File: src/rtl/core/grg_pkg.sv
// ----------------------------------------------------------------------------
// grg_pkg
// Shared types and constants for the gamma ramp generator.
// ----------------------------------------------------------------------------
`timescale 1ns / 1ps
`default_nettype none

package grg_pkg;

  localparam int IDX_W   = 8;
  localparam int GAMMA_W = 10;
  localparam int WORD_W  = 16;
  localparam int CFG_W   = 10;
  localparam int FRAC_W  = 20;
  localparam int LOG_W   = FRAC_W + 3;

  // configuration register indexes
  localparam logic CFG_GAMMA_Q8     = 1'b0;
  localparam logic CFG_LEGACY_CLAMP = 1'b1;

  localparam logic [GAMMA_W-1:0] GAMMA_ONE   = 10'd256;
  localparam logic [GAMMA_W-1:0] GAMMA_MIN   = 10'd128;
  localparam logic [GAMMA_W-1:0] GAMMA_MAX   = 10'd768;

  localparam int LOG_ROUNDS = FRAC_W;  // squaring rounds of the log
  localparam int DIV_STEPS  = 31;      // quotient bits of d*256/gamma
  localparam int SQ_STEPS   = 31;      // result bits of one square root
  localparam int EXP_ROUNDS = FRAC_W;  // square roots per entry

  // log2(v) in Q3.20, same squaring scheme as the datapath
  function automatic logic [LOG_W-1:0] log2_fix_const(input logic [7:0] v);
    logic [63:0]      m;
    logic [LOG_W-1:0] r;
    int               e;
    e = 0;
    for (int j = 0; j < 8; j++) begin
      if (v[j]) e = j;
    end
    m = 64'(v) << (30 - e);
    r = LOG_W'(e) << FRAC_W;
    for (int k = 0; k < FRAC_W; k++) begin
      m = (m * m) >> 30;
      if (m >= 64'h0000_0000_8000_0000) begin
        m = m >> 1;
        r[FRAC_W-1-k] = 1'b1;
      end
    end
    return r;
  endfunction

  localparam logic [LOG_W-1:0] LOG2_MAX = log2_fix_const(8'd255);

  typedef struct packed {
    logic               start;
    logic [IDX_W-1:0]   index;
    logic [GAMMA_W-1:0] gamma;
  } pwr_req_t;

  typedef struct packed {
    logic       done;
    logic [7:0] level;
  } pwr_rsp_t;

endpackage

`default_nettype wire

File: src/rtl/core/grg_power_unit.sv
// ----------------------------------------------------------------------------
// grg_power_unit
// Iterative 255*(i/255)^(1/gamma) using log2, divide and a square-root chain.
// ----------------------------------------------------------------------------
`timescale 1ns / 1ps
`default_nettype none

module grg_power_unit (
  input  logic               clk,
  input  logic               rst_n,
  input  grg_pkg::pwr_req_t  req,
  output grg_pkg::pwr_rsp_t  rsp
);
  import grg_pkg::*;

  typedef enum logic [2:0] {
    P_IDLE, P_LOG, P_DIV_INIT, P_DIV, P_SQ_INIT, P_SQ, P_SHIFT, P_SCALE
  } pstate_t;

  pstate_t      state_r;
  logic [4:0]   cnt_r;
  logic [4:0]   round_r;
  logic [30:0]  m_r;
  logic [2:0]   e_r;
  logic [19:0]  lfrac_r;
  logic [30:0]  dvd_r;
  logic [9:0]   rem_r;
  logic [9:0]   q_r;
  logic [61:0]  x_r;
  logic [61:0]  res_r;
  logic [61:0]  bit_r;
  logic [19:0]  tf_r;
  logic [10:0]  ti_r;
  logic [30:0]  y_r;
  logic [7:0]   level_r;
  logic         done_r;

  logic [2:0]       msb_e;
  logic [61:0]      prod;
  logic [31:0]      sq;
  logic [10:0]      div_trial;
  logic [62:0]      sub_a;
  logic [62:0]      sub_b;
  logic [62:0]      sub_d;
  logic             sub_ge;
  logic [61:0]      res_nxt;
  logic [LOG_W-1:0] li;
  logic [LOG_W-1:0] dlog;
  logic [30:0]      quot_nxt;
  logic [30:0]      y_half;
  logic [38:0]      scaled;
  logic [8:0]       level9;

  always_comb begin
    msb_e = 3'd0;
    for (int j = 0; j < 8; j++) begin
      if (req.index[j]) msb_e = 3'(j);
    end
  end

  assign prod = {31'b0, m_r} * {31'b0, m_r};
  assign sq   = prod[61:30];

  assign div_trial = {rem_r, dvd_r[30]};

  // one subtract/compare shared by the divider and the square root
  always_comb begin
    if (state_r == P_DIV) begin
      sub_a = 63'(div_trial);
      sub_b = 63'(q_r);
    end else begin
      sub_a = {1'b0, x_r};
      sub_b = {1'b0, res_r} + {1'b0, bit_r};
    end
  end
  assign sub_d  = sub_a - sub_b;
  assign sub_ge = ~sub_d[62];

  assign res_nxt  = sub_ge ? ((res_r >> 1) + bit_r) : (res_r >> 1);
  assign quot_nxt = {dvd_r[29:0], sub_ge};

  assign li   = {e_r, lfrac_r};
  assign dlog = (LOG2_MAX > li) ? (LOG2_MAX - li) : '0;

  assign y_half = tf_r[0] ? (y_r >> 1) : y_r;

  assign scaled = {y_r, 8'b0} - {8'b0, y_r} + (39'd1 << 29);
  assign level9 = scaled[38:30];

  always_ff @(posedge clk) begin
    if (!rst_n) begin
      state_r <= P_IDLE;
      done_r  <= 1'b0;
    end else begin
      done_r <= 1'b0;
      unique case (state_r)
        P_IDLE: begin
          if (req.start) begin
            q_r <= req.gamma;
            if (req.gamma == GAMMA_ONE) begin
              level_r <= req.index;
              done_r  <= 1'b1;
            end else if (req.index == '0) begin
              level_r <= 8'd0;
              done_r  <= 1'b1;
            end else begin
              e_r     <= msb_e;
              m_r     <= {23'b0, req.index} << (5'd30 - {2'b0, msb_e});
              lfrac_r <= '0;
              cnt_r   <= '0;
              state_r <= P_LOG;
            end
          end
        end
        P_LOG: begin
          m_r     <= sq[31] ? sq[31:1] : sq[30:0];
          lfrac_r <= {lfrac_r[18:0], sq[31]};
          cnt_r   <= cnt_r + 5'd1;
          if (cnt_r == 5'(LOG_ROUNDS - 1)) state_r <= P_DIV_INIT;
        end
        P_DIV_INIT: begin
          dvd_r   <= {dlog, 8'b0};
          rem_r   <= '0;
          cnt_r   <= '0;
          state_r <= P_DIV;
        end
        P_DIV: begin
          rem_r <= sub_ge ? sub_d[9:0] : div_trial[9:0];
          dvd_r <= quot_nxt;
          cnt_r <= cnt_r + 5'd1;
          if (cnt_r == 5'(DIV_STEPS - 1)) begin
            tf_r    <= quot_nxt[19:0];
            ti_r    <= quot_nxt[30:20];
            y_r     <= 31'd1 << 30;
            round_r <= '0;
            state_r <= P_SQ_INIT;
          end
        end
        P_SQ_INIT: begin
          // y <<= 30 after the optional halving for this bit of tf
          x_r     <= {1'b0, y_half, 30'b0};
          res_r   <= '0;
          bit_r   <= 62'd1 << 60;
          cnt_r   <= '0;
          state_r <= P_SQ;
        end
        P_SQ: begin
          if (sub_ge) x_r <= sub_d[61:0];
          res_r <= res_nxt;
          bit_r <= bit_r >> 2;
          cnt_r <= cnt_r + 5'd1;
          if (cnt_r == 5'(SQ_STEPS - 1)) begin
            y_r     <= res_nxt[30:0];
            tf_r    <= tf_r >> 1;
            round_r <= round_r + 5'd1;
            state_r <= (round_r == 5'(EXP_ROUNDS - 1)) ? P_SHIFT : P_SQ_INIT;
          end
        end
        P_SHIFT: begin
          y_r     <= (ti_r >= 11'd31) ? '0 : (y_r >> ti_r[4:0]);
          state_r <= P_SCALE;
        end
        P_SCALE: begin
          level_r <= (level9 > 9'd255) ? 8'd255 : level9[7:0];
          done_r  <= 1'b1;
          state_r <= P_IDLE;
        end
        default: state_r <= P_IDLE;
      endcase
    end
  end

  assign rsp.done  = done_r;
  assign rsp.level = level_r;

endmodule

`default_nettype wire

File: src/rtl/core/gamma_ramp_generator.sv
// ----------------------------------------------------------------------------
// gamma_ramp_generator
// One 16-bit display gamma ramp word per index, with legacy clamp and
// monotonic enforcement.
// ----------------------------------------------------------------------------
//  channel | ports                                 | direction
//  --------+---------------------------------------+----------
//  cfg     | cfg_we, cfg_index, cfg_wdata          | in
//  in      | in_valid/in_ready, in_ramp_index      | in
//  out     | out_valid/out_ready, out_ramp_entry,  | out
//          | out_is_last                           |
//
//  Identity gamma or index 0: the power unit answers straight from idle.
//  Other entries pass through 20 log squarings, a 31-step divide and
//  twenty square-root rounds; divide and square root share one subtractor.
//  One request in flight; the next is taken while a result waits in the
//  output register. Synchronous reset, no clearing pass.
// ----------------------------------------------------------------------------
`timescale 1ns / 1ps
`default_nettype none

module gamma_ramp_generator #(
  parameter int RAMP_SIZE = 256
) (
  input  logic                         clk,
  input  logic                         rst_n,
  input  logic                         cfg_we,
  input  logic                         cfg_index,
  input  logic [grg_pkg::CFG_W-1:0]    cfg_wdata,
  input  logic                         in_valid,
  output logic                         in_ready,
  input  logic [grg_pkg::IDX_W-1:0]    in_ramp_index,
  output logic                         out_valid,
  input  logic                         out_ready,
  output logic [grg_pkg::WORD_W-1:0]   out_ramp_entry,
  output logic                         out_is_last
);
  import grg_pkg::*;

  localparam int CMP_W = ($clog2(RAMP_SIZE) > IDX_W) ? $clog2(RAMP_SIZE) : IDX_W;
  localparam logic [CMP_W-1:0] LAST_IDX = CMP_W'(RAMP_SIZE - 1);

  typedef enum logic [1:0] {S_IDLE, S_START, S_WAIT, S_POST} state_t;

  state_t              state_r;
  logic [GAMMA_W-1:0]  gamma_r;
  logic                clamp_r;
  logic [IDX_W-1:0]    idx_r;
  logic [7:0]          level_r;
  logic [WORD_W-1:0]   prev_r;
  logic                out_valid_r;
  logic [WORD_W-1:0]   out_entry_r;
  logic                out_last_r;

  logic [GAMMA_W-1:0]  gamma_eff;
  logic [WORD_W-1:0]   word_raw;
  logic [WORD_W-1:0]   ceil_word;
  logic [WORD_W-1:0]   word_clamp;
  logic [WORD_W-1:0]   word_mono;
  logic                idx_last;
  logic                out_load;
  pwr_req_t            pwr_req;
  pwr_rsp_t            pwr_rsp;

  assign gamma_eff = (gamma_r < GAMMA_MIN) ? GAMMA_MIN :
                     (gamma_r > GAMMA_MAX) ? GAMMA_MAX : gamma_r;

  assign pwr_req.start = (state_r == S_START);
  assign pwr_req.index = idx_r;
  assign pwr_req.gamma = gamma_eff;

  grg_power_unit u_power (
    .clk   (clk),
    .rst_n (rst_n),
    .req   (pwr_req),
    .rsp   (pwr_rsp)
  );

  // lower half ceiling is (128+i)<<8, tightened to 254<<8 at index 127
  assign word_raw   = {level_r, level_r};
  assign ceil_word  = (idx_r == 8'd127) ? {8'd254, 8'd0} : {1'b1, idx_r[6:0], 8'd0};
  assign word_clamp = (clamp_r && !idx_r[7] && (word_raw > ceil_word)) ? ceil_word : word_raw;
  assign word_mono  = ((idx_r != '0) && (word_clamp < prev_r)) ? prev_r : word_clamp;
  assign idx_last   = (CMP_W'(idx_r) == LAST_IDX);

  assign out_load = (state_r == S_POST) && (!out_valid_r || out_ready);

  always_ff @(posedge clk) begin
    if (!rst_n) begin
      state_r     <= S_IDLE;
      gamma_r     <= GAMMA_ONE;
      clamp_r     <= 1'b0;
      prev_r      <= '0;
      out_valid_r <= 1'b0;
    end else begin
      if (cfg_we) begin
        unique case (cfg_index)
          CFG_GAMMA_Q8:     gamma_r <= cfg_wdata[GAMMA_W-1:0];
          CFG_LEGACY_CLAMP: clamp_r <= cfg_wdata[0];
          default:          gamma_r <= gamma_r;
        endcase
      end

      if (out_valid_r && out_ready && !out_load) out_valid_r <= 1'b0;

      unique case (state_r)
        S_IDLE: begin
          if (in_valid) begin
            idx_r   <= in_ramp_index;
            state_r <= S_START;
          end
        end
        S_START: state_r <= S_WAIT;
        S_WAIT: begin
          if (pwr_rsp.done) begin
            level_r <= pwr_rsp.level;
            state_r <= S_POST;
          end
        end
        S_POST: begin
          if (out_load) begin
            out_entry_r <= word_mono;
            out_last_r  <= idx_last;
            out_valid_r <= 1'b1;
            prev_r      <= word_mono;
            state_r     <= S_IDLE;
          end
        end
        default: state_r <= S_IDLE;
      endcase
    end
  end

  assign in_ready       = (state_r == S_IDLE);
  assign out_valid      = out_valid_r;
  assign out_ramp_entry = out_entry_r;
  assign out_is_last    = out_last_r;

endmodule

`default_nettype wire

File: config.mk
export PLATFORM = sky130hd
export DESIGN_NAME = gamma_ramp_generator
export DESIGN_NICKNAME = d
export VERILOG_FILES = /design/src/rtl/core/grg_pkg.sv /design/src/rtl/core/grg_power_unit.sv /design/src/rtl/core/gamma_ramp_generator.sv
export SDC_FILE = /design/constraint.sdc
export NUM_CORES = 2
export LEC_CHECK = 0
export BUFFER_PORTS_ARGS = -buffer_cell sky130_fd_sc_hd__buf_2
export CORE_UTILIZATION = 35
export CTS_BUF_LIST = sky130_fd_sc_hd__clkbuf_4
export DETAILED_ROUTE_END_ITERATION = 6
export MAX_ROUTING_LAYER = met4
export PLACE_DENSITY = 0.57
export SYNTH_ARGS = -nofsm -noshare
export SYNTH_HDL_FRONTEND = slang
export SYNTH_SLANG_ARGS = --single-unit
File: constraint.sdc
create_clock -name clk -period 16.3 [get_ports clk]
set_input_delay 2.445 -clock clk [delete_from_list [all_inputs] [get_ports clk]]
set_output_delay 2.445 -clock clk [all_outputs]
set_load 0.05 [all_outputs]
# After elaboration in Yosys (flattened, before gate mapping)
# Index checks and enable logic that the tools add are counted.
[word_totals]
regBits = 438
latch_bits = 0
mem_bits_rw = 0
romBits = 0
input_bits = 24
out_inout_bits = 19
wordCells = 189
mem_count = 0
[op_classes]
n_addsub = 9
n_mul = 1
div = 0
n_lt_le_gt_ge = 7
n_eq_ne = 27
shift = 2
muxes = 71
bitwise = 4
reduce_logical = 42
[ops]
columns = ["cell", "n"]
rows = [
  ["case mux 62 bit (2 select lines)", 3],
  ["2-to-1 mux 31 bit", 8],
  ["2-to-1 mux 62 bit", 3],
  ["case mux 31 bit (2 select lines)", 2],
  ["2-to-1 mux 20 bit", 5],
  ["case mux 31 bit (3 select lines)", 1],
  ["case mux 20 bit (2 select lines)", 2],
  ["adder 62 x 62 -> 63 bit", 1],
  ["2-to-1 mux 63 bit", 1],
  ["subtractor 62 x 63 -> 63 bit", 1],
  ["adder 61 x 62 -> 62 bit", 1],
  ["multiplier 31 x 31 -> 62 bit", 1],
  ["adder 39 x 30 -> 39 bit, second input constant", 1],
  ["subtractor 39 x 31 -> 39 bit", 1],
  ["2-to-1 mux 3 bit", 12],
  ["2-to-1 mux 16 bit", 2],
  ["2-to-1 mux 8 bit", 4],
  ["left shift 8 x 5 -> 31 bit", 1],
  [">> shifter 31 x 5 -> 31 bit", 1],
  ["2-to-1 mux 10 bit", 3],
  ["2-to-1 mux 5 bit", 5],
  ["case mux 3 bit (8 select lines)", 1],
  ["> comparator 23 bit, first input constant", 1],
  ["2-to-1 mux 23 bit", 1],
  ["47 further kinds", 101],
]

# Depth between registers and ports, before layout
[logic_depth]
ltp_word = 13
depth_mapped = 32
ltp_nobuf = 30

# Cells and area by module
# Synthesis repeated with hierarchy kept, for this count alone.
[unflattened]
cells_unflattened = 6059
hier_area_um2 = 56660.6
[modules_own_cells]
columns = ["module", "n_inst", "cells_per_inst", "area_per_inst_um2", "seq_area_each_um2"]
rows = [
  ["grg_power_unit", 1, 5741, 53191.0, 10289.9],
  ["gamma_ramp_generator", 1, 318, 3469.6, 1591.5],
]

# Worst setup path before layout
# Ideal clock, no wire load.
[synth_path]
kind = "input to register"
startpoint = "input port rst_n"
endpoint = "register u_power.x_r[0], enable pin"
setup_ps = 577
arrival_time_ps = 11385
setup_slack_ps = 4338
path_stages = 4
cell_sequence = "clkbuf_1 -> nand2_1 -> nor2_1 -> a21boi_0"
[synth_between]
elab_chain_len = 1
[synth_rtl]
columns = ["item", "line_no", "source"]
rows = [
  ["from (decl)", "gamma_ramp_generator.sv:26", "input logic rst_n,"],
  ["AND reduction 3 bit (no line)", "n/a", ""],
  ["to (signal assigned)", "grg_power_unit.sv:141", "x_r <= {1'b0, y_half, 30'b0};"],
  ["to (signal assigned)", "grg_power_unit.sv:148", "if (sub_ge) x_r <= sub_d[61:0];"],
  ["to (decl)", "grg_power_unit.sv:29", "logic [61:0] x_r;"],
]
# Every way passes these cells.
# A chain may end at the register's enable or synchronous reset.

# Worst setup path after layout
[layout_path]
startpoint = "register u_power.m_r[15]"
endpoint = "register u_power.m_r[24], data pin"
[layout_between]
elab_chain_len = 3
[layout_rtl]
columns = ["item", "line_no", "source"]
rows = [
  ["from (decl)", "grg_power_unit.sv:23", "logic [30:0] m_r;"],
  ["from (signal assigned)", "grg_power_unit.sv:108", "m_r <= {23'b0, req.index} << (5'd30 - {2'b0, msb_e});"],
  ["from (signal assigned)", "grg_power_unit.sv:116", "m_r <= sq[31] ? sq[31:1] : sq[30:0];"],
  ["multiplier 31 x 31 -> 62 bit", "grg_power_unit.sv:61", "assign prod = {31'b0, m_r} * {31'b0, m_r};"],
  ["2-to-1 mux 31 bit", "grg_power_unit.sv:116", ""],
  ["case mux 31 bit (2 select lines)", "grg_power_unit.sv:96", "unique case (state_r)"],
]
# Every way passes these cells.

==> flow_summary.json <==
{
  "crit_path_top_delay_cell": "o2111ai_1",
  "gp_congestion": 0.916,
  "tritoncts": "built",
  "finClkSkew_ns": 0.100,
  "yosys-top-cells-area": "fa_1 (26%), edfxtp_1 (20%), ha_1 (11%)",
  "synth_seq_cells": 407,
  "synth_top_family_by_area": "adder cells",
  "initial_core_util": 0.352,
  "synthFlopType": "edfxtp_1",
  "yosys_warnings": 0,
  "rows": 147,
  "synth_top_area_frac": 0.265,
  "grt_util_all_layers": 0.198,
  "finalHoldViolCount": 0,
  "first_pass_iters": 5,
  "yosysSeqAreaShare": 0.210,
  "synth_cell_types": 104,
  "rsz0062_at_grt": "no",
  "core_area_um2": 161000,
  "hp-class": "flip-flop to flip-flop",
  "cts_resized": 0,
  "critPathMaxStageDelay_ns": 0.64,
  "crit_top_cell": "fa_1",
  "place_ws_ns": 6.90,
  "path_max_fanout": 34,
  "worstPathArrival_ns": 10.37,
  "dr_total_vias": 42300,
  "synth-xor-area-share": 0.0350,
  "nets": 7266,
  "synth_common_cells": "inv_1 (1039), nand2_1 (751), fa_1 (748), ha_1 (479), edfxtp_1 (373)",
  "synth-simple-area-share": 0.151,
  "slew_violations": 0,
  "avgSynthCellArea_um2": 9.32,
  "die_width_um": 404,
  "htreeDepth": 3,
  "insertion_delay_ns": 1.01,
  "seqCellArea_um2": 11900,
  "max_slew.worst_pin.slew_ns": 1.18,
  "first_global_vias": 44200,
  "fin_crit_sh": 0.591,
  "min_period_ns": 9.63,
  "drcViolationCount": 0,
  "criticalPathCategory": "flip-flop to flip-flop",
  "syn-instance-count": 6070,
  "wl_per_cell_um": 18.7,
  "drive_above_1_share": 0.0653,
  "antenna_left": 0,
  "slew_headroom": 0.210,
  "cp-start-kind": "flip-flop",
  "ioPinCount": 43,
  "grt_overflow": 0,
  "netlist_area_um2": 56600,
  "synthMuxAreaShare": 0.0311,
  "via_per_inst": 5.12,
  "areaGrowthSynthToFinish_pct": 6.60,
  "yosysTopAreaCell": "fa_1",
  "endpoint_kind": "flip-flop",
  "maxCapViolations": 0,
  "drt_iter0_drc": 2591,
  "async_flop_share": 0,
  "die_h_um": 404,
  "r2r_setup_slack_ns": 6.67,
  "routed_wl_um": 155000,
  "ctsRootBufferMaster": "clkbuf_4",
  "cts_buffers": 104,
  "yosys.cell_count.top_type": "inv_1",
  "tns_ns": 0,
  "finalSetupViolCount": 0,
  "n_fill_cell": 16300,
  "cts_sinks": 407,
  "io_buffers": 42,
  "hpwl_um": 117000,
  "status": "finished, final reports clean",
  "dieArea_um2": 163000,
  "final_cell_area_um2": 60300,
  "setup_slack_ns": 6.67,
  "clk_pin_slew_ns": 0.07,
  "cts_buffer_depth": 3,
  "post_cts_buffers": 0,
  "grt_start_max_net_pins": 110,
  "synthAdderAreaFrac": 0.371,
  "holdBufCountCts": 0,
  "max_freq_mhz": 104,
  "syn-num-nets": 7321,
  "synth_edf_count": 373,
  "grt_antenna_before_repair": 6,
  "dpl_cell_area_um2": 58900,
  "synth_compound_area_frac": 0.115,
  "multi_input_area_um2": 39800,
  "required_ns": 17.04,
  "grt_pass1_wl_um": 248000
}
## cell usage in the layout, fill, tap and decap left out, drive strengths merged, types with 31 or more instances in the layout
cell	count
and3	68
o211ai	31
nor2b	58
fa	748
buf	98
nand2	751
a31oi	68
o21bai	36
xnor2	133
nand4	57
ha	479
and2	312
clkbuf	158
nor2	281
o21ai	211
xor2	90
dfxtp	34
nand3	72
mux2i	117
a21oi	255
inv	1043
nor3	39
nand2b	33
edfxtp	373
a21o	101
a211oi	35
## metrics by stage
| stage | hold WS, ns | std cells | utilization |
|---|---|---|---|
| final | 0.411 | 8258 | 0.375 |
| after global placement | 0.408 | 8069 | 0.367 |
| after floorplan | 0.400 | 6070 | - |
| after global routing | 0.411 | 8257 | 0.375 |
| after CTS | 0.412 | 8254 | 0.375 |
| after detailed placement | 0.408 | 8069 | 0.367 |
## path summary, 6_finish.rpt
path / from / to / cells after the start
hold reg to reg: u_power.level_r[2]$_DFFE_PP_ / level_r[2]$_DFFE_PP_ / 0
setup reg to reg: u_power.m_r[15]$_SDFFCE_PN0P_ / u_power.m_r[24]$_DFFE_PP_ / 25
setup / recovery: u_power.m_r[15]$_SDFFCE_PN0P_ / u_power.m_r[24]$_DFFE_PP_ / 25
hold / removal: u_power.level_r[2]$_DFFE_PP_ / level_r[2]$_DFFE_PP_ / 0
## critical path, delay by kind of cell (launching register included)
kind	cells	cell delay (ns)
buf+inv	5	1.58
simple gates	7	1.65
compound gates	4	1.48
flops	1	0.32
fa+ha+maj	9	4.35
## logic make-up after synthesis
logic type               after synthesis
buffers and inverters               1301
adder cells (fa/ha/maj)             1227
AND/OR/NAND/NOR                     1776
multiplexers                         151
flip-flops                           407
AO/OA/AOI/OAI                        985
XOR/XNOR                             223
## sequential cells by signal, indices dropped and copies added, names as in the netlist, 11 cells and up
register,flops
out_ramp_entry,16
u_power.m_r,31
u_power.x_r,62
prev_r,16
u_power.lfrac_r,20
u_power.tf_r,20
u_power.ti_r,11
u_power.y_r,31
u_power.res_r,62
u_power.dvd_r,31
u_power.bit_r,31
## metal layers
layer | routed length (µm) | global-route usage | share of wire
met5 | 0 | - | 0
met4 | 3800 | 0.0518 | 0.025
met3 | 7590 | 0.0236 | 0.049
met2 | 75400 | 0.328 | 0.49
met1 | 68000 | 0.256 | 0.44
## area by class of cell
type                            count  share of cell area
Antenna cell                        4            0.000166
Clock buffer                      158              0.0197
Clock inverter                     27             0.00264
Inverter                         1042              0.0649
Multi-Input combinational cell   4362               0.660
Sequential cell                   407               0.197
Tap cell                         2160              0.0448
Timing Repair Buffer               98              0.0105
Power is not shown: default switching activity piles up to over one toggle a cycle in this logic, so the estimate is an artifact.
